### config.mk
export PLATFORM = sky130hd
export DESIGN_NAME = two_axis_move_to_velocity
export DESIGN_NICKNAME = d
export VERILOG_FILES = /design/src/rtl/mtv_pkg.sv /design/src/rtl/mtv_front.sv /design/src/rtl/mtv_sqrt.sv /design/src/rtl/mtv_div.sv /design/src/rtl/mtv_drive.sv /design/src/rtl/two_axis_move_to_velocity.sv
export SDC_FILE = /design/constraint.sdc
export NUM_CORES = 2
export LEC_CHECK = 0
export BUFFER_PORTS_ARGS = -buffer_cell sky130_fd_sc_hd__buf_4
export CAP_MARGIN = 20
export CORE_AREA = 2 2 384 386
export CTS_BUF_LIST = sky130_fd_sc_hd__clkbuf_16
export CTS_CLUSTER_SIZE = 25
export DETAILED_ROUTE_END_ITERATION = 16
export DIE_AREA = 0 0 386 388
export PLACE_DENSITY = 0.81
export SKIP_LAST_GASP = 1
export SLEW_MARGIN = 20
export SYNTH_ARGS = -nofsm -noshare
export SYNTH_HDL_FRONTEND = slang
export SYNTH_HIERARCHICAL = 1
export SYNTH_SLANG_ARGS = --single-unit
### constraint.sdc
create_clock -name clk -period 17.76 [get_ports clk]
set_input_delay 2.664 -clock clk [delete_from_list [all_inputs] [get_ports clk]]
set_output_delay 2.664 -clock clk [all_outputs]
set_load 0.005 [all_outputs]
### src/rtl/mtv_pkg.sv
// Shared widths, register codes and payload types for the move-to-velocity block.
package mtv_pkg;

	localparam int POS_W      = 15;
	localparam int ENC_W      = 16;
	localparam int SPD_W      = 7;
	localparam int TOL_W      = 10;
	localparam int DRV_W      = 8;
	localparam int CFG_IDX_W  = 2;
	localparam int CFG_DATA_W = 15;

	// error is target minus encoder: needs one more bit than the encoder, two are given
	localparam int ERR_W  = ENC_W + 2;
	localparam int MAG_W  = 16;
	localparam int SQ_W   = 2 * MAG_W + 1;
	localparam int RAD_W  = SQ_W + 1;
	localparam int ROOT_W = RAD_W / 2;
	localparam int REM_W  = ROOT_W + 3;
	localparam int NUM_W  = SPD_W + MAG_W;
	localparam int QUO_W  = SPD_W;

	localparam int SQRT_PER_STAGE = 2;
	localparam int SQRT_STAGES    = (ROOT_W + SQRT_PER_STAGE - 1) / SQRT_PER_STAGE;
	localparam int DIV_PER_STAGE  = 2;
	localparam int DIV_STAGES     = (QUO_W + DIV_PER_STAGE - 1) / DIV_PER_STAGE;

	localparam logic [SPD_W-1:0] SPEED_MAX = 7'd100;

	typedef enum logic [CFG_IDX_W-1:0] {
		REG_X_LIMIT   = 2'd0,
		REG_Y_LIMIT   = 2'd1,
		REG_TOLERANCE = 2'd2
	} cfg_reg_t;

	typedef struct packed {
		logic [POS_W-1:0] x_limit;
		logic [POS_W-1:0] y_limit;
		logic [TOL_W-1:0] tolerance;
	} cfg_t;

	typedef struct packed {
		logic [POS_W-1:0]        target_x;
		logic [POS_W-1:0]        target_y;
		logic [SPD_W-1:0]        move_speed;
		logic signed [ENC_W-1:0] enc_x;
		logic signed [ENC_W-1:0] enc_y;
	} in_t;

	typedef struct packed {
		logic signed [DRV_W-1:0] x_drive;
		logic signed [DRV_W-1:0] y_drive;
		logic                    arrived;
	} out_t;

	typedef struct packed {
		logic neg_x;
		logic neg_y;
		logic x_hi;
		logic x_lo;
		logic y_hi;
		logic y_lo;
		logic arrived;
	} flags_t;

	// front end to square root
	typedef struct packed {
		logic [RAD_W-1:0] rad;
		logic [NUM_W-1:0] nx;
		logic [NUM_W-1:0] ny;
		flags_t           flags;
	} sq_t;

	// square root to divider
	typedef struct packed {
		logic [ROOT_W-1:0] norm;
		logic [NUM_W-1:0]  nx;
		logic [NUM_W-1:0]  ny;
		flags_t            flags;
	} dv_t;

	// divider to drive stage
	typedef struct packed {
		logic [QUO_W-1:0] qx;
		logic [QUO_W-1:0] qy;
		flags_t           flags;
	} dq_t;

endpackage

### src/rtl/mtv_front.sv
// Front end: axis errors, arrival test, limit flags, squares and speed products.
module mtv_front import mtv_pkg::*; (
	input  logic clk,
	input  logic arst_n,
	input  cfg_t cfg,
	input  logic in_valid,
	output logic in_stall,
	input  in_t  in_data,
	output logic out_valid,
	input  logic out_stall,
	output sq_t  out_data
);

	typedef struct packed {
		logic [MAG_W-1:0] ax;
		logic [MAG_W-1:0] ay;
		logic [SPD_W-1:0] spd;
		flags_t           flags;
	} f1_t;

	typedef struct packed {
		logic [2*MAG_W-1:0] sqx;
		logic [2*MAG_W-1:0] sqy;
		logic [NUM_W-1:0]   nx;
		logic [NUM_W-1:0]   ny;
		flags_t             flags;
	} f2_t;

	f1_t  f1_d, f1_s1;
	f2_t  f2_d, f2_s2;
	sq_t  f3_d, f3_s3;
	logic vld_s1, vld_s2, vld_s3;
	logic adv1, adv2, adv3;

	logic [ERR_W-1:0] dx, dy, ax_full, ay_full;

	// let a bubble close up even while the far end is stalled
	assign adv3     = !vld_s3 || !out_stall;
	assign adv2     = !vld_s2 || adv3;
	assign adv1     = !vld_s1 || adv2;
	assign in_stall = !adv1;

	always_comb begin
		dx = {{(ERR_W-POS_W){1'b0}}, in_data.target_x}
			- {{(ERR_W-ENC_W){in_data.enc_x[ENC_W-1]}}, in_data.enc_x};
		dy = {{(ERR_W-POS_W){1'b0}}, in_data.target_y}
			- {{(ERR_W-ENC_W){in_data.enc_y[ENC_W-1]}}, in_data.enc_y};
		ax_full = dx[ERR_W-1] ? (~dx + 1'b1) : dx;
		ay_full = dy[ERR_W-1] ? (~dy + 1'b1) : dy;

		f1_d.ax  = ax_full[MAG_W-1:0];
		f1_d.ay  = ay_full[MAG_W-1:0];
		f1_d.spd = (in_data.move_speed > SPEED_MAX) ? SPEED_MAX : in_data.move_speed;

		f1_d.flags.neg_x   = dx[ERR_W-1];
		f1_d.flags.neg_y   = dy[ERR_W-1];
		f1_d.flags.x_hi    = in_data.enc_x >= $signed({{(ENC_W-POS_W){1'b0}}, cfg.x_limit});
		f1_d.flags.y_hi    = in_data.enc_y >= $signed({{(ENC_W-POS_W){1'b0}}, cfg.y_limit});
		f1_d.flags.x_lo    = in_data.enc_x[ENC_W-1] || (in_data.enc_x == '0);
		f1_d.flags.y_lo    = in_data.enc_y[ENC_W-1] || (in_data.enc_y == '0);
		f1_d.flags.arrived = (f1_d.ax <= {{(MAG_W-TOL_W){1'b0}}, cfg.tolerance})
			&& (f1_d.ay <= {{(MAG_W-TOL_W){1'b0}}, cfg.tolerance});
	end

	always_comb begin
		f2_d.sqx   = (2*MAG_W)'(f1_s1.ax) * (2*MAG_W)'(f1_s1.ax);
		f2_d.sqy   = (2*MAG_W)'(f1_s1.ay) * (2*MAG_W)'(f1_s1.ay);
		f2_d.nx    = NUM_W'(f1_s1.spd) * NUM_W'(f1_s1.ax);
		f2_d.ny    = NUM_W'(f1_s1.spd) * NUM_W'(f1_s1.ay);
		f2_d.flags = f1_s1.flags;
	end

	always_comb begin
		f3_d.rad   = RAD_W'(f2_s2.sqx) + RAD_W'(f2_s2.sqy);
		f3_d.nx    = f2_s2.nx;
		f3_d.ny    = f2_s2.ny;
		f3_d.flags = f2_s2.flags;
	end

	always_ff @(posedge clk or negedge arst_n) begin
		if (!arst_n) begin
			vld_s1 <= 1'b0;
			vld_s2 <= 1'b0;
			vld_s3 <= 1'b0;
		end else begin
			if (adv1) vld_s1 <= in_valid;
			if (adv2) vld_s2 <= vld_s1;
			if (adv3) vld_s3 <= vld_s2;
		end
	end

	always_ff @(posedge clk) begin
		if (adv1) f1_s1 <= f1_d;
		if (adv2) f2_s2 <= f2_d;
		if (adv3) f3_s3 <= f3_d;
	end

	assign out_valid = vld_s3;
	assign out_data  = f3_s3;

endmodule

### src/rtl/mtv_sqrt.sv
// Pipelined digit-by-digit integer square root of the squared distance.
module mtv_sqrt import mtv_pkg::*; (
	input  logic clk,
	input  logic arst_n,
	input  logic in_valid,
	output logic in_stall,
	input  sq_t  in_data,
	output logic out_valid,
	input  logic out_stall,
	output dv_t  out_data
);

	typedef struct packed {
		logic [RAD_W-1:0]  rad;
		logic [REM_W-1:0]  rem;
		logic [ROOT_W-1:0] root;
		logic [NUM_W-1:0]  nx;
		logic [NUM_W-1:0]  ny;
		flags_t            flags;
	} sqst_t;

	sqst_t                  sq_s [SQRT_STAGES];
	logic [SQRT_STAGES-1:0] vld_s;
	logic [SQRT_STAGES-1:0] adv;
	sqst_t                  entry;

	always_comb begin
		entry.rad   = in_data.rad;
		entry.rem   = '0;
		entry.root  = '0;
		entry.nx    = in_data.nx;
		entry.ny    = in_data.ny;
		entry.flags = in_data.flags;
	end

	for (genvar k = 0; k < SQRT_STAGES; k++) begin : g_stage
		sqst_t cur, nxt;
		logic  prev_vld;

		if (k == 0) begin : g_first
			assign cur      = entry;
			assign prev_vld = in_valid;
		end else begin : g_next
			assign cur      = sq_s[k-1];
			assign prev_vld = vld_s[k-1];
		end

		if (k == SQRT_STAGES - 1) begin : g_last
			assign adv[k] = !vld_s[k] || !out_stall;
		end else begin : g_mid
			assign adv[k] = !vld_s[k] || adv[k+1];
		end

		// bring down two radicand bits, try root*4+1 against the remainder
		always_comb begin
			logic [REM_W-1:0] acc;
			logic [REM_W-1:0] trial;
			acc   = '0;
			trial = '0;
			nxt   = cur;
			for (int j = 0; j < SQRT_PER_STAGE; j++) begin
				if (k * SQRT_PER_STAGE + j < ROOT_W) begin
					acc     = {nxt.rem[REM_W-3:0], nxt.rad[RAD_W-1 -: 2]};
					nxt.rad = {nxt.rad[RAD_W-3:0], 2'b00};
					trial   = {{(REM_W-ROOT_W-2){1'b0}}, nxt.root, 2'b01};
					if (acc >= trial) begin
						nxt.rem  = acc - trial;
						nxt.root = {nxt.root[ROOT_W-2:0], 1'b1};
					end else begin
						nxt.rem  = acc;
						nxt.root = {nxt.root[ROOT_W-2:0], 1'b0};
					end
				end
			end
		end

		always_ff @(posedge clk or negedge arst_n) begin
			if (!arst_n) begin
				vld_s[k] <= 1'b0;
			end else if (adv[k]) begin
				vld_s[k] <= prev_vld;
			end
		end

		always_ff @(posedge clk) begin
			if (adv[k]) sq_s[k] <= nxt;
		end
	end

	assign in_stall       = !adv[0];
	assign out_valid      = vld_s[SQRT_STAGES-1];
	assign out_data.norm  = sq_s[SQRT_STAGES-1].root;
	assign out_data.nx    = sq_s[SQRT_STAGES-1].nx;
	assign out_data.ny    = sq_s[SQRT_STAGES-1].ny;
	assign out_data.flags = sq_s[SQRT_STAGES-1].flags;

endmodule

### src/rtl/mtv_div.sv
// Pipelined restoring divider: both speed products over the distance in parallel.
module mtv_div import mtv_pkg::*; (
	input  logic clk,
	input  logic arst_n,
	input  logic in_valid,
	output logic in_stall,
	input  dv_t  in_data,
	output logic out_valid,
	input  logic out_stall,
	output dq_t  out_data
);

	localparam int TRIAL_W = ROOT_W + QUO_W;

	typedef struct packed {
		logic [ROOT_W-1:0] norm;
		logic [NUM_W-1:0]  rx;
		logic [NUM_W-1:0]  ry;
		logic [QUO_W-1:0]  qx;
		logic [QUO_W-1:0]  qy;
		flags_t            flags;
	} dvst_t;

	dvst_t                 div_s [DIV_STAGES];
	logic [DIV_STAGES-1:0] vld_s;
	logic [DIV_STAGES-1:0] adv;
	dvst_t                 entry;

	always_comb begin
		entry.norm  = in_data.norm;
		entry.rx    = in_data.nx;
		entry.ry    = in_data.ny;
		entry.qx    = '0;
		entry.qy    = '0;
		entry.flags = in_data.flags;
	end

	for (genvar k = 0; k < DIV_STAGES; k++) begin : g_stage
		dvst_t cur, nxt;
		logic  prev_vld;

		if (k == 0) begin : g_first
			assign cur      = entry;
			assign prev_vld = in_valid;
		end else begin : g_next
			assign cur      = div_s[k-1];
			assign prev_vld = vld_s[k-1];
		end

		if (k == DIV_STAGES - 1) begin : g_last
			assign adv[k] = !vld_s[k] || !out_stall;
		end else begin : g_mid
			assign adv[k] = !vld_s[k] || adv[k+1];
		end

		// quotient bits come out most significant first
		always_comb begin
			logic [TRIAL_W-1:0] trial;
			logic [TRIAL_W-1:0] remx;
			logic [TRIAL_W-1:0] remy;
			trial = '0;
			remx  = '0;
			remy  = '0;
			nxt   = cur;
			for (int j = 0; j < DIV_PER_STAGE; j++) begin
				if (k * DIV_PER_STAGE + j < QUO_W) begin
					trial = TRIAL_W'(nxt.norm) << (QUO_W - 1 - (k * DIV_PER_STAGE + j));
					remx  = TRIAL_W'(nxt.rx);
					remy  = TRIAL_W'(nxt.ry);
					if (remx >= trial) begin
						nxt.rx = NUM_W'(remx - trial);
						nxt.qx = {nxt.qx[QUO_W-2:0], 1'b1};
					end else begin
						nxt.qx = {nxt.qx[QUO_W-2:0], 1'b0};
					end
					if (remy >= trial) begin
						nxt.ry = NUM_W'(remy - trial);
						nxt.qy = {nxt.qy[QUO_W-2:0], 1'b1};
					end else begin
						nxt.qy = {nxt.qy[QUO_W-2:0], 1'b0};
					end
				end
			end
		end

		always_ff @(posedge clk or negedge arst_n) begin
			if (!arst_n) begin
				vld_s[k] <= 1'b0;
			end else if (adv[k]) begin
				vld_s[k] <= prev_vld;
			end
		end

		always_ff @(posedge clk) begin
			if (adv[k]) div_s[k] <= nxt;
		end
	end

	assign in_stall       = !adv[0];
	assign out_valid      = vld_s[DIV_STAGES-1];
	assign out_data.qx    = div_s[DIV_STAGES-1].qx;
	assign out_data.qy    = div_s[DIV_STAGES-1].qy;
	assign out_data.flags = div_s[DIV_STAGES-1].flags;

endmodule

### src/rtl/mtv_drive.sv
// Drive stage: apply sign, travel limits and arrival, hold the result register.
module mtv_drive import mtv_pkg::*; (
	input  logic clk,
	input  logic arst_n,
	input  logic in_valid,
	output logic in_stall,
	input  dq_t  in_data,
	output logic out_valid,
	input  logic out_stall,
	output out_t out_data
);

	function automatic logic signed [DRV_W-1:0] axis_drive(
		input logic [QUO_W-1:0] q,
		input logic             neg,
		input logic             at_hi,
		input logic             at_lo,
		input logic             arr
	);
		logic signed [DRV_W-1:0] mag;
		logic                    blocked;
		mag     = $signed({{(DRV_W-QUO_W){1'b0}}, q});
		// drop a drive that pushes past the upper limit or below zero
		blocked = arr || (neg ? at_lo : at_hi);
		return blocked ? '0 : (neg ? -mag : mag);
	endfunction

	out_t drv_d, drv_s17;
	logic drv_vld_s17;
	logic adv;

	assign adv      = !drv_vld_s17 || !out_stall;
	assign in_stall = !adv;

	always_comb begin
		drv_d.x_drive = axis_drive(in_data.qx, in_data.flags.neg_x, in_data.flags.x_hi,
			in_data.flags.x_lo, in_data.flags.arrived);
		drv_d.y_drive = axis_drive(in_data.qy, in_data.flags.neg_y, in_data.flags.y_hi,
			in_data.flags.y_lo, in_data.flags.arrived);
		drv_d.arrived = in_data.flags.arrived;
	end

	always_ff @(posedge clk or negedge arst_n) begin
		if (!arst_n) begin
			drv_vld_s17 <= 1'b0;
		end else if (adv) begin
			drv_vld_s17 <= in_valid;
		end
	end

	always_ff @(posedge clk) begin
		if (adv) drv_s17 <= drv_d;
	end

	assign out_valid = drv_vld_s17;
	assign out_data  = drv_s17;

endmodule

### src/rtl/two_axis_move_to_velocity.sv
// Top level: configuration registers and the seventeen-stage velocity pipeline.
//
// One request per clock is taken while nothing stalls, and each gives exactly one result. It
// passes three front-end stages (errors, squares, sum), nine square-root stages retiring up
// to two root bits each, four divider stages retiring up to two quotient bits each for both
// axes at once, and the drive/output register. Stalls ripple back stage by stage, so empty
// stages keep filling while a result waits to be taken.
// Limits and tolerance are sampled as a request enters; write them only when idle.
module two_axis_move_to_velocity import mtv_pkg::*; (
	input  logic                  clk,
	input  logic                  arst_n,
	input  logic                  in_valid,
	output logic                  in_stall,
	input  in_t                   in_data,
	output logic                  out_valid,
	input  logic                  out_stall,
	output out_t                  out_data,
	input  logic                  cfg_we,
	input  logic [CFG_IDX_W-1:0]  cfg_index,
	input  logic [CFG_DATA_W-1:0] cfg_data
);

	cfg_t cfg_q;

	logic fr_valid, fr_stall;
	sq_t  fr_data;
	logic sr_valid, sr_stall;
	dv_t  sr_data;
	logic dv_valid, dv_stall;
	dq_t  dv_data;

	always_ff @(posedge clk or negedge arst_n) begin
		if (!arst_n) begin
			cfg_q.x_limit   <= 15'd32767;
			cfg_q.y_limit   <= 15'd32767;
			cfg_q.tolerance <= 10'd4;
		end else if (cfg_we) begin
			unique case (cfg_index)
				REG_X_LIMIT:   cfg_q.x_limit   <= cfg_data[POS_W-1:0];
				REG_Y_LIMIT:   cfg_q.y_limit   <= cfg_data[POS_W-1:0];
				REG_TOLERANCE: cfg_q.tolerance <= cfg_data[TOL_W-1:0];
				default:       ;
			endcase
		end
	end

	mtv_front u_front (
		.clk       (clk),
		.arst_n    (arst_n),
		.cfg       (cfg_q),
		.in_valid  (in_valid),
		.in_stall  (in_stall),
		.in_data   (in_data),
		.out_valid (fr_valid),
		.out_stall (fr_stall),
		.out_data  (fr_data)
	);

	mtv_sqrt u_sqrt (
		.clk       (clk),
		.arst_n    (arst_n),
		.in_valid  (fr_valid),
		.in_stall  (fr_stall),
		.in_data   (fr_data),
		.out_valid (sr_valid),
		.out_stall (sr_stall),
		.out_data  (sr_data)
	);

	mtv_div u_div (
		.clk       (clk),
		.arst_n    (arst_n),
		.in_valid  (sr_valid),
		.in_stall  (sr_stall),
		.in_data   (sr_data),
		.out_valid (dv_valid),
		.out_stall (dv_stall),
		.out_data  (dv_data)
	);

	mtv_drive u_drive (
		.clk       (clk),
		.arst_n    (arst_n),
		.in_valid  (dv_valid),
		.in_stall  (dv_stall),
		.in_data   (dv_data),
		.out_valid (out_valid),
		.out_stall (out_stall),
		.out_data  (out_data)
	);

endmodule

==> qor.yml <==
job:
  maxCapViolations: 0
timing:
  hold_viol: 0
  max_slew.worst_pin.slew_ns: 1.20
  finalWorstPathRequiredPeriod_ns: 9.99
  fin_worst_skew_ns: 0.0332
  clock.fmax_ghz: 0.100
  slew_violations: 0
  finalSetupViolCount: 0
  timing.setup.tns_ns: 0
  rsz0062_at_grt: "no"
  slew_headroom_pct: 20.2
  timing.final.crit_share_pct: 56.3
critical_path:
  cp_max_fo: 48
  cp_slowest_cell: "nor2_1"
  end_kind: "output pin"
  arrival_ns: 7.33
  cp-start-kind: "input pin"
  critPathKind: "input pin to output pin"
  cpPeakStageDelay_ns: 0.63
  worstPathRequired_ns: 15.10
  crit_top_cell: "inv_1"
  critPathBufInv: 7
  crit_chain: "buf_4, nand2_1, inv_1, and3_1, nand3_4, inv_1, and3_1, and3_1, nand3_4, nor2_1, nand3_4, inv_1, nand4_1, buf_4, inv_1, buf_4"
  crit_family: "simple AND/OR/NAND/NOR gates"
synth:
  yosysWarnings: 6
  synth_top_area_share_pct: 43.0
  synthArstFlopShare_pct: 4.05
  synth_edf_count: 1349
  synthFlopType: "edfxtp_1"
  ys_top_cells_by_area: "edfxtp_1 (43%), ha_1 (11%), fa_1 (10%), inv_1 (4.2%), xnor2_1 (3.2%)"
  avgSynthCellArea_um2: 11.3
  yosysSeqAreaShare_pct: 44.5
  postSynthCellCount: 8353
  syn_area_mm2: 0.0943
  synth-seq-cells: 1406
  synth_cell_type_count: 131
  yosysTopAreaCell: "edfxtp_1"
global_routing:
  grt_use_total_pct: 29.2
  grt_pass1_wl_mm: 344
  antenna_found_initial: 4
  grt_pass1_vias: 64800
  overflow: 0
  grt_max_degree: 78
outcome:
  status: "completed"
layout:
  final_layout_size_suffix_gt1_share_pct: 8.07
  nets: 9856
  fillers: 9911
  syn2layout_area_growth_pct: 8.19
  final_common_cell: "edfxtp_1"
  final_cells: 10500
  layout_common_cells: "edfxtp_1 (1,349), inv_1 (1,078), ha_1 (806)"
clock_network:
  clk_latency_ns: 0.78
  cts_tree: "built"
  cts_buffers: 144
  cts_root_buf: "clkbuf_16"
  cts.sinks: 1406
  cts_setup_buffers: 0
  clk_path_buf_depth: 3
  htree_levels: 4
  cts.clk_slew.worst_paths_ns: 0.06
  postCtsHoldBufs: 0
  cts_resized: 0
floorplanning:
  fp.dieH_um: 388
  rows: 140
  start_util_pct: 64.9
  io_pins: 110
  dieArea_mm2: 0.150
  fp.dieW_um: 386
  core_mm2: 0.145
route:
  remaining_drc_errors: 0
  drtIter0Drc: 4401
  vias: 63400
  finalWirelength_mm: 215
  vias_per_cell: 6.03
  routedWlPerCell_um: 20.5
  dr.pass1.iters: 8
  ant_nets: 0
placement:
  hpwl_mm: 158
  dp_cells: 10200
  io_buffers: 109
  place_congestion: 0.982
hold_path:
  min_path_type: "flip-flop to flip-flop"
synthesized netlist by cell type (65+ instances only):
master    number
mux2_2       120
o21ai_0      301
nand2b_1      85
nand3_1      122
and2_1       183
nor2b_1       90
ha_1         806
clkbuf_1     142
edfxtp_1    1349
o21a_1        92
nor2_1       429
xnor2_1      346
nand2_1      645
nand4_1       65
a21o_1       182
nor3_1       141
inv_1       1064
fa_1         480
xor2_1       190
a21oi_1      430
stage by stage:
step | utilization (%) | instance area, um^2 | setup slack, ns | hold slack [ns]
after global placement | 66.9 | 97200 | 7.89 | 0.400
after CTS | 70.2 | 102000 | 7.65 | 0.410
after global routing | 70.3 | 102000 | 7.25 | 0.415
after floorplan | - | 94300 | 1.42 | 0.400
after detailed placement | 66.9 | 97200 | 7.76 | 0.405
final | 70.3 | 102000 | 7.77 | 0.404
registers in the layout, indices dropped and copies added, names as in the netlist:
signal	flops
u_front/vld_s2	1
u_drive/out_data	17
u_drive/out_valid	1
u_front/f1_s1	46
u_div/div_s	255
u_front/out_data	86
u_front/out_valid	1
cfg_q	40
u_sqrt/g_stage.prev_vld	8
u_front/vld_s1	1
u_front/f2_s2	115
u_div/out_valid	1
u_sqrt/out_valid	1
u_sqrt/sq_s	830
u_div/g_stage.prev_vld	3
cell families (layout without fill, tap and decap cells):
logic type	count (synthesis)	count (layout)	synth area share [%]
DFF	1406	1406	44.5
adders and majority gates	1286	1286	20.9
AOI/OAI and AO/OA	1537	1537	10.6
xor gates and xnor gates	537	537	5.00
and+or+nand+nor	2111	2111	11.3
muxes	214	214	2.60
buffers and inverters	1260	1503	5.15
other	2	4	0.00796
path summary, 6_finish.rpt:
check	start	to	slack (ns)	cells after the start
max reg2reg	u_sqrt/sq_s[0][1000]	u_div/div_s[0][7]	10.28	23
min	u_sqrt/sq_s[0][287]	u_sqrt/sq_s[0][405]	0.40	0
min reg2reg	u_sqrt/sq_s[0][287]	u_sqrt/sq_s[0][405]	0.40	0
max in group asynchronous	arst_n	u_div/g_stage[3].prev_vld	15.24	1
max	out_stall	in_stall	7.77	16
min in group asynchronous	arst_n	cfg_q[7]	1.99	1
final cells by class:
cell class | count | area [um^2] | area share [%]
multi-input combinational | 5688 | 47600 | 46.6
clock inverter | 117 | 1110 | 1.09
tap | 1917 | 2400 | 2.35
timing repair buffer | 162 | 1220 | 1.20
antenna | 1 | 2.50 | 0.00245
sequential | 1406 | 42000 | 41.1
clock buffer | 147 | 3680 | 3.61
inverter | 1077 | 4050 | 3.97
layer usage:
layer | share of wire [%] | wire length (um) | vias to the layer above | GRT usage [%]
met4 | 5.7 | 12300 | 2 | 15.5
met2 | 50 | 108000 | 2261 | 49.9
met1 | 39 | 83900 | 30800 | 35.8
met5 | 0.0074 | 16 | - | 0
met3 | 5.4 | 11600 | 626 | 4.04
li1 | - | - | 29700 | -
worst register-to-register path, cell delays in order, from the launching register on:
cell and delay (ns):
edfxtp_1 0.44, inv_1 0.35, ha_1 0.33, nor2b_1 0.14
o21a_1 0.17, o21ai_0 0.22, a211o_1 0.20, a31oi_1 0.15
o2111ai_1 0.42, nand3b_1 0.12, a21oi_1 0.16, buf_4 0.27
mux2_2 0.41, ha_1 0.35, a21o_1 0.21, a21oi_1 0.29
o21ai_1 0.14, a2111oi_1 0.61, nor3_1 0.16, o41ai_1 0.48
a21oi_1 0.16, or3_1 0.39, nor2b_4 0.57, inv_1 0.40
Power is not shown: default switching activity piles up to over one toggle a cycle in this logic, so the estimate is an artifact.
